### src/rtl/crqe_pkg.sv
// crqe_pkg: shared types, codes and a helper function of the cfg reachability query engine
// no dependencies; crqe_ctrl, crqe_dp, the top level and the checker refer to it by scoped names

package crqe_pkg;

   localparam int unsigned MASK_WIDTH      = 64;
   localparam int unsigned INDEX_WIDTH     = 6;
   localparam int unsigned COUNT_WIDTH     = 7;
   localparam int unsigned CSR_INDEX_WIDTH = 2;
   localparam int unsigned CSR_DATA_WIDTH  = 7;

   // register indexes of the csr port
   localparam logic [CSR_INDEX_WIDTH-1:0] CSR_BLOCK_COUNT      = 2'd0;
   localparam logic [CSR_INDEX_WIDTH-1:0] CSR_DOMINATORS_VALID = 2'd1;

   typedef enum logic [1:0] {
      ACT_LOAD    = 2'd0,
      ACT_REACH   = 2'd1,
      ACT_DOM     = 2'd2,
      ACT_BARRIER = 2'd3
   } action_type;

   typedef struct packed {
      action_type                  action;
      logic [INDEX_WIDTH-1:0]      block_index;
      logic [MASK_WIDTH-1:0]       successor_mask;
      logic                        has_barrier;
      logic [INDEX_WIDTH-1:0]      dominator_parent;
      logic [INDEX_WIDTH-1:0]      source_block;
      logic [INDEX_WIDTH-1:0]      sink_block;
   } req_type;

   typedef struct packed {
      logic answer;
      logic index_out_of_range;
   } rsp_type;

   typedef enum logic [2:0] {
      ST_IDLE,
      ST_DECODE,
      ST_LOAD,
      ST_SEARCH_ALL,
      ST_SEARCH_FREE,
      ST_DOM_TEST,
      ST_DOM_WAIT,
      ST_FINISH
   } state_type;

   // controller to datapath
   typedef struct packed {
      logic capture;
      logic load_write;
      logic search_start;
      logic search_expand_all;
      logic search_run;
      logic dom_init;
      logic dom_advance;
      logic res_write;
      logic res_answer;
      logic res_oor;
      logic rsp_push;
   } ctrl_cmd_type;

   // datapath to controller
   typedef struct packed {
      action_type action;
      logic       index_oor;
      logic       same_block;
      logic       dominators_valid;
      logic       source_is_zero;
      logic       search_done;
      logic       sink_visited;
      logic       sink_barrier;
      logic       step_over;
      logic       cur_is_source;
      logic       parent_bad;
      logic       rsp_busy;
   } dp_status_type;

   // index of the single set bit of a one-hot word (or-tree encoder)
   function automatic logic [INDEX_WIDTH-1:0] onehot_to_index(
      input logic [MASK_WIDTH-1:0] one_hot
   );
      logic [INDEX_WIDTH-1:0] idx;
      logic [INDEX_WIDTH-1:0] pos;
      idx = '0;
      for (int i = 0; i < MASK_WIDTH; i++) begin
         pos = INDEX_WIDTH'(i);
         for (int k = 0; k < INDEX_WIDTH; k++) begin
            idx[k] = idx[k] | (one_hot[i] & pos[k]);
         end
      end
      return idx;
   endfunction

endpackage

### src/rtl/crqe_ctrl.sv
// crqe_ctrl: sequencing state machine of the query engine
// depends on crqe_pkg; drives the command struct of crqe_dp and reads its status struct

module crqe_ctrl (
   input  logic                    clock,
   input  logic                    reset,
   input  logic                    req_valid,
   output logic                    req_ready,
   input  crqe_pkg::dp_status_type status,
   output crqe_pkg::ctrl_cmd_type  cmd
);

   crqe_pkg::state_type state_ff;
   crqe_pkg::state_type state_in;

   always_ff @(posedge clock) begin
      if (reset) begin
         state_ff <= crqe_pkg::ST_IDLE;
      end else begin
         state_ff <= state_in;
      end
   end

   // next state
   always_comb begin
      state_in = state_ff;
      case (state_ff)
         crqe_pkg::ST_IDLE: begin
            if (req_valid) state_in = crqe_pkg::ST_DECODE;
         end
         crqe_pkg::ST_DECODE: begin
            if (status.action == crqe_pkg::ACT_LOAD) begin
               state_in = crqe_pkg::ST_LOAD;
            end else if (status.index_oor) begin
               state_in = crqe_pkg::ST_FINISH;
            end else begin
               case (status.action)
                  crqe_pkg::ACT_REACH, crqe_pkg::ACT_BARRIER: begin
                     state_in = status.same_block ? crqe_pkg::ST_FINISH
                                                  : crqe_pkg::ST_SEARCH_ALL;
                  end
                  crqe_pkg::ACT_DOM: begin
                     state_in = status.dominators_valid ? crqe_pkg::ST_DOM_TEST
                                                        : crqe_pkg::ST_FINISH;
                  end
                  default: state_in = crqe_pkg::ST_FINISH;
               endcase
            end
         end
         crqe_pkg::ST_LOAD: begin
            state_in = crqe_pkg::ST_FINISH;
         end
         crqe_pkg::ST_SEARCH_ALL: begin
            if (status.search_done) begin
               if (status.action == crqe_pkg::ACT_BARRIER && status.sink_visited &&
                   !status.sink_barrier) begin
                  state_in = crqe_pkg::ST_SEARCH_FREE;
               end else begin
                  state_in = crqe_pkg::ST_FINISH;
               end
            end
         end
         crqe_pkg::ST_SEARCH_FREE: begin
            if (status.search_done) state_in = crqe_pkg::ST_FINISH;
         end
         crqe_pkg::ST_DOM_TEST: begin
            if (status.step_over || status.cur_is_source) begin
               state_in = crqe_pkg::ST_FINISH;
            end else begin
               state_in = crqe_pkg::ST_DOM_WAIT;
            end
         end
         crqe_pkg::ST_DOM_WAIT: begin
            state_in = status.parent_bad ? crqe_pkg::ST_FINISH : crqe_pkg::ST_DOM_TEST;
         end
         crqe_pkg::ST_FINISH: begin
            if (!status.rsp_busy) state_in = crqe_pkg::ST_IDLE;
         end
         default: state_in = crqe_pkg::ST_IDLE;
      endcase
   end

   // outputs
   always_comb begin
      cmd       = '0;
      req_ready = 1'b0;
      case (state_ff)
         crqe_pkg::ST_IDLE: begin
            req_ready   = 1'b1;
            cmd.capture = req_valid;
         end
         crqe_pkg::ST_DECODE: begin
            if (status.action == crqe_pkg::ACT_LOAD) begin
               cmd.res_write = 1'b0;
            end else if (status.index_oor) begin
               cmd.res_write = 1'b1;
               cmd.res_oor   = 1'b1;
            end else begin
               case (status.action)
                  crqe_pkg::ACT_REACH: begin
                     if (status.same_block) begin
                        cmd.res_write  = 1'b1;
                        cmd.res_answer = 1'b1;
                     end else begin
                        cmd.search_start      = 1'b1;
                        cmd.search_expand_all = 1'b1;
                     end
                  end
                  crqe_pkg::ACT_DOM: begin
                     if (status.dominators_valid) begin
                        cmd.dom_init = 1'b1;
                     end else begin
                        cmd.res_write  = 1'b1;
                        cmd.res_answer = status.source_is_zero;
                     end
                  end
                  crqe_pkg::ACT_BARRIER: begin
                     if (status.same_block) begin
                        cmd.res_write = 1'b1;
                     end else begin
                        cmd.search_start      = 1'b1;
                        cmd.search_expand_all = 1'b1;
                     end
                  end
                  default: cmd.res_write = 1'b1;
               endcase
            end
         end
         crqe_pkg::ST_LOAD: begin
            cmd.load_write = 1'b1;
            cmd.res_write  = 1'b1;
         end
         crqe_pkg::ST_SEARCH_ALL: begin
            cmd.search_run = 1'b1;
            if (status.search_done) begin
               if (status.action == crqe_pkg::ACT_REACH) begin
                  cmd.res_write  = 1'b1;
                  cmd.res_answer = status.sink_visited;
               end else if (!status.sink_visited) begin
                  cmd.res_write = 1'b1;
               end else if (status.sink_barrier) begin
                  cmd.res_write  = 1'b1;
                  cmd.res_answer = 1'b1;
               end else begin
                  cmd.search_start = 1'b1;
               end
            end
         end
         crqe_pkg::ST_SEARCH_FREE: begin
            cmd.search_run = 1'b1;
            if (status.search_done) begin
               cmd.res_write  = 1'b1;
               cmd.res_answer = !status.sink_visited;
            end
         end
         crqe_pkg::ST_DOM_TEST: begin
            if (status.step_over) begin
               cmd.res_write = 1'b1;
            end else if (status.cur_is_source) begin
               cmd.res_write  = 1'b1;
               cmd.res_answer = 1'b1;
            end
         end
         crqe_pkg::ST_DOM_WAIT: begin
            if (status.parent_bad) begin
               cmd.res_write = 1'b1;
            end else begin
               cmd.dom_advance = 1'b1;
            end
         end
         crqe_pkg::ST_FINISH: begin
            cmd.rsp_push = !status.rsp_busy;
         end
         default: cmd = '0;
      endcase
   end

endmodule

### config.mk
export PLATFORM = sky130hd
export DESIGN_NAME = crqe_ctrl
export DESIGN_NICKNAME = d
export VERILOG_FILES = /design/src/rtl/crqe_pkg.sv /design/src/rtl/crqe_ctrl.sv
export SDC_FILE = /design/constraint.sdc
export NUM_CORES = 1
export LEC_CHECK = 0
export BUFFER_PORTS_ARGS = -buffer_cell sky130_fd_sc_hd__buf_2
export CAP_MARGIN = 20
export CORE_MARGIN = 3
export CORE_UTILIZATION = 45
export DETAILED_ROUTE_END_ITERATION = 16
export GPL_TIMING_DRIVEN = 0
export PLACE_DENSITY_LB_ADDON = 0.1
export SLEW_MARGIN = 20
export SYNTH_ARGS = -nofsm -noshare
export SYNTH_HDL_FRONTEND = slang
export SYNTH_SLANG_ARGS = --single-unit
### constraint.sdc
create_clock -name clock -period 3.6 [get_ports clock]
set_input_delay 1.08 -clock clock [delete_from_list [all_inputs] [get_ports clock]]
set_output_delay 1.08 -clock clock [all_outputs]
set_load 0.1 [all_outputs]
; Word level (Yosys, flattened, before mapping)
; Cells that the tools add are included.
; Widths: inputs -> output; s select.
[word_totals]
register_bits = 3
inputBits = 16
out_inout_bits = 12
[classes]
n_eq_ne = 14
n_mux = 58
n_reduce_logical = 11
[ops]
columns = op, n
row1 = $mux 2, 15
row2 = $mux 1, 29
row3 = $pmux 3 s8, 1
row4 = $mux 3, 7
row5 = $eq 3x3->1 const B, 4
row6 = $ne 2x2->1 const B, 4
row7 = $eq 3x2->1 const B, 2
row8 = $pmux 1 s6, 1
row9 = $pmux 3 s2, 1
row10 = $eq 2x2->1 const B, 2
row11 = $pmux 1 s2, 2
row12 = $pmux 1 s4, 1
row13 = $reduce_and 4->1, 1
row14 = $reduce_or 2->1, 2
row15 = $eq 3x1->1 const B, 1
row16 = $logic_not 1->1, 3
row17 = $logic_not 3->1, 1
row18 = $pmux 1 s3, 1
row19 = $eq 2x1->1 const B, 1
row20 = $logic_and 1x1->1, 2
row21 = $logic_not 2->1, 1
row22 = $logic_or 1x1->1, 1

; Depth between registers and ports, before layout
; Gate-level depths: netlist of run 1.
[depth]
ltp_word = 6
mapped_depth = 5
depth_no_buf = 5

; Worst setup path before layout of run 1
; No wires, ideal clock.
[synth_timing]
kind = input-to-output
startpoint = in status[11] (netlist name)
endpoint = out cmd[5] (netlist name)
arrival_ps = 3937
required_ps = 2520
setup_slack_ps = -1417
path_stages = 4
path_buffers = 0
path_cell_list = inv_1 -> ha_1 -> or4b_4 -> nor3_1
[synth_lines]
columns = element, line
row1 = "start, declared", crqe_ctrl.sv:9  ; input crqe_pkg::dp_status_type status,
row2 = "end, declared", crqe_ctrl.sv:10  ; output crqe_pkg::ctrl_cmd_type cmd

==> flow_summary.yaml, run 1 <==
global_route:
  grt_usage: 0.2104
  overflow: 0
  grt_max_degree: 11
  antenna_found_initial: 0
  first_global_vias: 649
  grt_pass1_wl_um: 3022
sta:
  fin_crit_sh: 1.011
  fmax_mhz: 274.8
  relSlewSlack: 0.6746
  hold_ws_ps: 734.1
  setup_viol: 3
  fin_skew_ps: 1.401
  rsz0062_at_grt: "true"
  maxSlewViolCount: 0
  hold_viol: 0
  layout_min_cycle_time_ps: 3639
  finalWorstSetupSlack_ps: -39.25
  worstMarginPinSlew_ps: 491.4
cells_and_area:
  stdcell_count: 125
  largest_reg_flops: 3
  drive_gt1_frac: 0.4595
  areaGrowthSynthToFinish_pct: 53.35
  reg_top3: "state_ff (3)"
  postLayoutCellArea_um2: 917.1
  top_register: "state_ff"
  antennaDiodeCount: 0
  finalNetCount: 133
clock_network:
  cts_root_buf: "clkbuf_4"
  path_clk_slew_ps: 40
  cts.path.max_buffers: 2
  htreeDepth: 1
  ctsHoldBuffers: 0
  clk_latency_ps: 230
  cts_tree: "built"
  cts_sinks: 3
  cts_buffers: 3
critical_path:
  required_ps: 2520
  worstPathMaxFanout: 4
  cp.arrival_ps: 2560
  reg2reg_depth: 4
  start_kind: "input pin"
  setup.worst_path.end_class: "output port"
  critical_path_class: "input pin to output port"
  regToRegSetupSlack_ps: 2050
routing:
  ant_nets: 0
  routed_wl_um: 1897
  vias: 730
  first_pass_iters: 4
  drtIter0Drc: 19
  post-route-drc-count: 0
  vias_per_cell: 5.840
  routedWlPerCell_um: 15.18
placed_design:
  gp_congestion: 0.8078
  placed_cells: 118
  dp_worst_setup_slack_ps: -451.9
  dp_hpwl_um: 1337
  placed_cell_area_um2: 812.0
  io_buffers: 27
synthesis:
  yosysSeqAreaShare: 0.1004
  synth_top_area_frac: 0.1046
  yosysWarnings: 0
  synth_cells: 77
  synth_async_sr_flop_share: 0
  synth_common_cells: "nor2b_1 (6), ha_1 (5), nor2_1 (5)"
  syn_avg_cell_area_um2: 7.767
  ys_types: 35
  synthesis.nets: 98
  synth.most_common_cell: "nor2b_1"
  synth_edf_count: 0
  syn_area_um2: 598.1
  ys.flop_type: "dfxtp_1"
  synth_seq_cells: 3
  yosysTopAreaCell: "ha_1"
  netlist_top_cells_area: "ha_1 (10%), dfxtp_1 (10%), nor2b_1 (6.3%)"
die:
  rows: 12
  start_util: 0.5107
  fp.dieW_um: 42.46
  core-area_um2: 1171
  die_h_um: 42.46
  dieArea_um2: 1802
  top_level_ports: 28
status:
  outcome: "finished, violations left"
  violations: "setup timing"
hold_path:
  holdCritPathClass: "flip-flop to flip-flop"
  min_path_cells: 3
power_and_ir_drop:
  p_leak_nw: 0.3965
  powerDensity_nw_per_um2: 786.4
  vdd_drop_max_mv: 0.6931
job:
  maxCapViolCount: 0
## power by group
part / total [W] / internal, W / leakage (nW) / switching (W)
Combinational: 0.000598 / 0.000165 / 0.356 / 0.000433
Sequential: 0.0000646 / 0.0000481 / 0.0250 / 0.0000165
Clock: 0.0000587 / 0.0000415 / 0.0150 / 0.0000172
Total: 0.000721 / 0.000254 / 0.396 / 0.000467
## through the flow
stage          setup TNS (ps)  total power, W    util
2_1_floorplan           -1873       0.0005494       -
3_3_place_gp            -1376       0.0006315  0.6934
3_5_place_dp            -1431       0.0006378  0.6934
4_1_cts                -96.43       0.0007110  0.7810
5_1_grt                -240.4       0.0007540  0.7831
6_report               -83.43       0.0007213  0.7831
## per-layer routing
metal  GRT usage  part of all wire  wire (um)  up-vias
met5           0                 0          0        -
met4     0.01242                 0          0        0
met3     0.01717             0.060        113        0
met2      0.3708              0.49        927       33
met1      0.2872              0.45        856      335
li1            -                 -          -      362
## placed cells by master, fill, tap and decap left out, drive strengths merged, types with 2 or more instances in the layout
cell type / netlist / final
nor3: 4 / 4
nor4b: 2 / 2
nand3b: 3 / 3
inv: 3 / 3
o21a: 2 / 2
a211o: 2 / 2
nor2b: 6 / 6
nand2: 4 / 4
a311oi: 2 / 2
dfxtp: 3 / 3
a211oi: 2 / 2
ha: 5 / 5
clkbuf: 0 / 4
o21bai: 2 / 2
o21ai: 2 / 2
nor3b: 3 / 3
a21oi: 2 / 2
o32ai: 2 / 2
and2: 3 / 3
nor2: 5 / 5
nand2b: 3 / 3
buf: 4 / 34
## worst paths after layout
| kind | start | to |
|---|---|---|
| worst min register to register | state_ff[0]$_SDFFE_PP0P_ | state_ff[2]$_SDFFE_PP0P_ |
| worst max register to register | state_ff[2]$_SDFFE_PP0P_ | state_ff[1]$_SDFFE_PP0P_ |
| worst max-delay path | status[12] | cmd[8] |
| worst min-delay path | state_ff[0]$_SDFFE_PP0P_ | state_ff[2]$_SDFFE_PP0P_ |
## cells by family after synthesis
family	count (synthesis)	synth area share
adder cells (fa/ha/maj)	5	0.1046
buffers and inverters	7	0.06275
flip-flops	3	0.1004
AND/OR/NAND/NOR	39	0.4331
multiplexers	1	0.01883
AO/OA/AOI/OAI	22	0.2804
## worst max-delay path, cell delays in order
cell,delay (ps)
buf_12,100
inv_12,30
ha_4,150
or4b_4,520
nor4_4,320
o21ba_4,180
buf_12,170
## layout make-up
cell class                 count  area (um^2)
multi-input combinational     67        549.3
fill                          91        254.0
timing repair buffer          30        209.0
sequential                     3        60.06
inverter                       3        28.78
clock buffer                   4        26.28
buffer                         4        26.28
tap                           14        17.52
## what timing repair did
item | 4_1_cts | 5_1_grt
cloned | 0 | 0
setup endpoints to repair | 5 | 4
resized for setup | 15 | 2
pin swaps | 3 | 0
buffers inserted | 3 | 0
Note: power is estimated with default switching activity, not from simulation.
==> inputs of run 2 (changes only) <==
--- a/config.mk
+++ b/config.mk
@@ -12,6 +12,7 @@
 export DETAILED_ROUTE_END_ITERATION = 16
 export GPL_TIMING_DRIVEN = 0
 export PLACE_DENSITY_LB_ADDON = 0.1
+export SKIP_CTS_REPAIR_TIMING = 1
 export SLEW_MARGIN = 20
 export SYNTH_ARGS = -nofsm -noshare
 export SYNTH_HDL_FRONTEND = slang
==> run 2 against run 1 <==
  * The flow still finishes with violations (setup timing)
  * Largest cell class unchanged
  * Clock power fell by 3%
  * Hold slack got worse by 23 ps
  * Die area did not move
  * Largest power group unchanged
  * Highest routed layer unchanged
  * Clock-buffer cell count did not move
==> flow_summary.yaml, run 2 (synthesized netlist as in run 1, its figures left out) <==
status:
  outcome: "finished, violations left"
  violations: "setup timing"
routing:
  ant_nets: 0
  routedWlPerCell_um: 14.82
  vias_per_cell: 5.844
  post-route-drc-count: 0
  first_pass_iters: 4
  routed_wl_um: 1808
  drtIter0Drc: 9
  vias: 713
critical_path:
  setup.worst_path.end_class: "output port"
  worstPathMaxFanout: 4
  cp.arrival_ps: 2570
  worst-path-buf-inv: 3
  slowest_delay_ps: 530
  crit_slowest_cell: "or4b_4"
  cpLargestDelayFamily: "simple AND/OR/NAND/NOR gates"
  cp_cell_sequence: "buf_12, inv_12, ha_4, or4b_4, nor4_4, buf_4"
  required_ps: 2520
  start_kind: "input pin"
  critical_path_class: "input pin to output port"
power_and_ir_drop:
  p_clk_frac: 0.080
  sequentialPowerShare: 0.089
  p_leak_nw: 0.3834
  switchingPower_w: 0.0004623
  vdd_drop_max_mv: 0.6669
  p_sw_frac: 0.6473
  p_int_w: 0.0002519
  powerDensity_nw_per_um2: 793.9
  p_comb_frac: 0.831
die:
  core-area_um2: 1171
  dieArea_um2: 1802
  top_level_ports: 28
  start_util: 0.5107
  fp.dieW_um: 42.46
  die_h_um: 42.46
  rows: 12
placed_design:
  dp_hpwl_um: 1337
  gp_congestion: 0.8078
  dp_worst_setup_slack_ps: -451.9
  io_buffers: 27
clock_network:
  cts_root_buf: "clkbuf_4"
  cts.path.max_buffers: 2
  cts_sinks: 3
  clk_latency_ps: 220
  cts_tree: "built"
  cts_buffers: 3
  path_clk_slew_ps: 40
  htreeDepth: 1
global_route:
  overflow: 0
  grt_usage: 0.1774
  antenna_found_initial: 0
  grt_max_degree: 11
  grt_pass1_wl_um: 2615
  first_global_vias: 595
job:
  maxCapViolCount: 0
sta:
  fin_crit_sh: 1.015
  fin_skew_ps: 0.4393
  finalWorstSetupSlack_ps: -52.57
  worstMarginPinSlew_ps: 492.5
  hold_ws_ps: 711.1
  setup_tns_ps: -104.5
  layout_min_cycle_time_ps: 3653
  maxSlewViolCount: 0
  relSlewSlack: 0.6739
  setup_viol: 2
  rsz0062_at_grt: "true"
  hold_viol: 0
  fmax_mhz: 273.8
cells_and_area:
  areaGrowthSynthToFinish_pct: 50.42
  final_cell_mix: "buf_2 (24), nor2_1 (5), nor2b_1 (5)"
  top_register: "state_ff"
  antennaDiodeCount: 0
  multi_input_area_um2: 549.3
  seqCellArea_um2: 60.06
  finalNetCount: 130
  final_common_cell: "buf_2"
  final_core_util: 0.7682
  largest_reg_flops: 3
  reg_top3: "state_ff (3)"
  drive_gt1_frac: 0.4444
  nFillCells: 93
hold_path:
  holdCritPathClass: "flip-flop to flip-flop"
[run 2: cell type report]
type / count / area share
plain buffers: 4 / 0.02921
clock buffers: 4 / 0.02921
inverters: 3 / 0.03199
repair buffers: 27 / 0.2128
well taps: 14 / 0.01947
flip-flops and latches: 3 / 0.06676
multi-input cells: 67 / 0.6106
[run 2: power groups by stage]
stage	combinational [W]	clock [W]	sequential, W
detailed placement	0.000574	0	0.0000633
global route	0.000622	0.0000612	0.0000650
CTS	0.000577	0.0000595	0.0000631
global placement	0.000568	0	0.0000632
floorplan	0.000491	0	0.0000580
finish	0.000594	0.0000571	0.0000634
[run 2: per-layer routing]
layer,global-route usage,part of all wire
met2,0.3070,0.49
met3,0.01717,0.045
met5,0,0
met1,0.2494,0.47
met4,0,0
[run 2: tightest hold or removal path: stages (launching register included)]
cell and delay [ps]:
dfxtp_1 330, nor4b_1 170, o21ai_0 90, a211oi_1 70
[run 2: final timing paths]
path / startpoint / end / slack [ps] / cells past startpoint
setup / recovery: status[12] / cmd[7] / -50 / 6
hold / removal: state_ff[0]$_SDFFE_PP0P_ / state_ff[2]$_SDFFE_PP0P_ / 710 / 3
setup reg to reg: state_ff[2]$_SDFFE_PP0P_ / state_ff[1]$_SDFFE_PP0P_ / 2070 / 4
hold reg to reg: state_ff[0]$_SDFFE_PP0P_ / state_ff[2]$_SDFFE_PP0P_ / 710 / 3
[run 2: through the flow]
step / cells / cell area [um^2] / power (W)
2_1_floorplan: 77 / 659.4 / 0.0005494
3_3_place_gp: 118 / 812.0 / 0.0006315
3_5_place_dp: 118 / 812.0 / 0.0006378
4_1_cts: 122 / 838.3 / 0.0006992
5_1_grt: 122 / 899.6 / 0.0007480
6_report: 122 / 899.6 / 0.0007142
==> inputs of run 3 (changes only) <==
--- a/config.mk
+++ b/config.mk
@@ -5,12 +5,14 @@
 export SDC_FILE = /design/constraint.sdc
 export NUM_CORES = 1
 export LEC_CHECK = 0
-export BUFFER_PORTS_ARGS = -buffer_cell sky130_fd_sc_hd__buf_2
+export ABC_AREA = 1
+export BUFFER_PORTS_ARGS = -buffer_cell sky130_fd_sc_hd__clkbuf_2
 export CAP_MARGIN = 20
 export CORE_MARGIN = 3
-export CORE_UTILIZATION = 45
+export CORE_UTILIZATION = 47
 export DETAILED_ROUTE_END_ITERATION = 16
 export GPL_TIMING_DRIVEN = 0
+export MAX_ROUTING_LAYER = met4
 export PLACE_DENSITY_LB_ADDON = 0.1
 export SKIP_CTS_REPAIR_TIMING = 1
 export SLEW_MARGIN = 20
==> run 3 against run 2 <==
  * The run now ends clean
  * Synthesized cell count increased by 35%
  * Maximum frequency increased by 4.2%
  * Sequential share of layout area decreased by 0.22 points
  * Sequential power decreased by 15%
  * Power increased by 18%
  * Global-route usage increased by 2.6 points
  * Clock-buffer cell count unchanged
  * Die area increased by 6.1%
  * Hold slack got worse by 96 ps
  * Cell area increased by 3.3%
  * Worst setup slack improved by 150 ps
==> flow_summary.yaml, run 3 <==
die:
  dieArea_um2: 1913
  start_util: 0.5504
  core-area_um2: 1216
  die_h_um: 43.74
  top_level_ports: 28
  fp.dieW_um: 43.74
  rows: 12
clock_network:
  path_clk_slew_ps: 30
  cts_root_buf: "clkbuf_4"
  cts_sinks: 3
  cts.path.max_buffers: 2
  htreeDepth: 1
  clk_latency_ps: 230
  cts_tree: "built"
  cts_buffers: 3
power_and_ir_drop:
  p_comb_frac: 0.865
  sequentialPowerShare: 0.064
  p_sw_frac: 0.6796
  p_clk_frac: 0.070
  powerDensity_nw_per_um2: 908.0
  switchingPower_w: 0.0005737
  p_int_w: 0.0002704
  p_leak_nw: 0.5008
  vdd_drop_max_mv: 0.6898
global_route:
  grt_pass1_wl_um: 2870
  grt_max_degree: 11
  grt_usage: 0.2033
  antenna_found_initial: 0
  first_global_vias: 666
  overflow: 0
synthesis:
  syn_avg_cell_area_um2: 6.436
  synth_cells: 104
  ys.flop_type: "dfxtp_1"
  synth_edf_count: 0
  syn_area_um2: 669.4
  synth_top_area_frac: 0.09346
  synthesis.nets: 125
  synth_common_cells: "inv_1 (15), nor2_1 (14), nand2_1 (13)"
  yosysTopAreaCell: "ha_1"
  netlist_top_cells_area: "ha_1 (9.3%), dfxtp_1 (9.0%), inv_1 (8.4%)"
  synth_seq_cells: 3
  yosysWarnings: 0
  synth_async_sr_flop_share: 0
  ys_types: 26
  yosysSeqAreaShare: 0.08972
  synth.most_common_cell: "inv_1"
routing:
  ant_nets: 0
  routedWlPerCell_um: 11.05
  vias_per_cell: 5.101
  vias: 760
  routed_wl_um: 1646
  post-route-drc-count: 0
  drtIter0Drc: 28
  first_pass_iters: 5
sta:
  layout_min_cycle_time_ps: 3505
  relSlewSlack: 0.6412
  fin_crit_sh: 0.9737
  rsz0062_at_grt: "false"
  hold_viol: 0
  setup_viol: 0
  maxSlewViolCount: 0
  fmax_mhz: 285.3
  setup_tns_ps: 0
  worstMarginPinSlew_ps: 540.4
  fin_skew_ps: 1.985
critical_path:
  cp.arrival_ps: 2430
  worstPathMaxFanout: 4
  start_kind: "input pin"
  setup.worst_path.end_class: "output port"
  required_ps: 2520
  critical_path_class: "input pin to output port"
hold_path:
  holdCritPathClass: "flip-flop to flip-flop"
cells_and_area:
  final_common_cell: "clkbuf_2"
  reg_top3: "state_ff (3)"
  areaGrowthSynthToFinish_pct: 38.88
  postLayoutCellArea_um2: 929.6
  top_register: "state_ff"
  final_cell_mix: "clkbuf_2 (21), inv_1 (14), nand2_1 (13)"
  final_core_util: 0.7644
  drive_gt1_frac: 0.4593
  largest_reg_flops: 3
  antennaDiodeCount: 0
  finalNetCount: 157
placed_design:
  gp_congestion: 0.8082
  dp_hpwl_um: 1374
  placed_cell_area_um2: 879.6
  io_buffers: 27
status:
  outcome: "completed"
job:
  maxCapViolCount: 0
-- run 3: changes by cell type after synthesis, moves of 3 or more --
cell and change:
inv_1 +12, nand3_1 +10, nand2_1 +9, nor2_1 +9
nor2b_1 -6, inv_2 +5, nand2_4 +4, and2_1 -3
buf_2 -3, nand2b_1 -3, nand4_1 +3, nor2_4 +3
nor3b_1 -3, o21ai_0 +3
-- run 3: layout make-up --
type                       count  area (um^2)
fill                         109        286.5
buffer                         3        33.78
clock buffer                   4        26.28
multi-input combinational     77        535.5
timing repair buffer          27        158.9
sequential                     3        60.06
inverter                      21        97.59
tap                           14        17.52
-- run 3: per-stage QoR --
stage / setup slack [ps] / hold slack (ps) / cells / total power [W]
floorplan: -284.3 / 582.6 / 104 / 0.0006773
global placement: -54.57 / 607.3 / 145 / 0.0007660
detailed placement: -78.93 / 611.7 / 145 / 0.0007761
CTS: -84.07 / 618.1 / 149 / 0.0008377
global route: 6.601 / 644.9 / 149 / 0.0008945
finish: 94.65 / 614.8 / 149 / 0.0008441
-- run 3: kinds of logic after synthesis --
| family | count (synthesis) | synth area share |
|---|---|---|
| and+or+nand+nor | 57 | 0.4860 |
| AOI/OAI and AO/OA | 15 | 0.1589 |
| buffers and inverters | 24 | 0.1720 |
| DFF | 3 | 0.08972 |
| adders and majority gates | 5 | 0.09346 |
-- run 3: metal layers --
metal,vias up,part of all wire,track usage
met5,-,0,-
met4,0,0.026,0.1084
met3,4,0.065,0
met2,26,0.46,0.3023
met1,331,0.45,0.2780
li1,399,-,-
-- run 3: path summary, 6_finish.rpt --
| path | startpoint | endpoint | slack [ps] | cells past startpoint |
|---|---|---|---|---|
| max | status[12] | cmd[2] | 90 | 9 |
| max reg2reg | state_ff[1]$_SDFFE_PP0P_ | state_ff[2]$_SDFFE_PP0P_ | 2340 | 8 |
| min reg2reg | state_ff[2]$_SDFFE_PP0P_ | state_ff[2]$_SDFFE_PP0P_ | 610 | 3 |
| min | state_ff[2]$_SDFFE_PP0P_ | state_ff[2]$_SDFFE_PP0P_ | 610 | 3 |
-- run 3: worst max-delay path, cell delays in order --
cell and delay, ps:
clkbuf_2 240, inv_16 50, ha_1 210, nor2_2 170, inv_2 70, nor2_2 130, nand3_1 100, o211ai_1 120
buf_6 260
-- run 3: power by group through the flow --
stage | combinational, W | clock [W] | sequential, W
2_1_floorplan | 0.000623 | 0 | 0.0000542
3_3_place_gp | 0.000711 | 0 | 0.0000545
3_5_place_dp | 0.000721 | 0 | 0.0000549
4_1_cts | 0.000723 | 0.0000603 | 0.0000543
5_1_grt | 0.000777 | 0.0000624 | 0.0000549
6_report | 0.000730 | 0.0000594 | 0.0000542
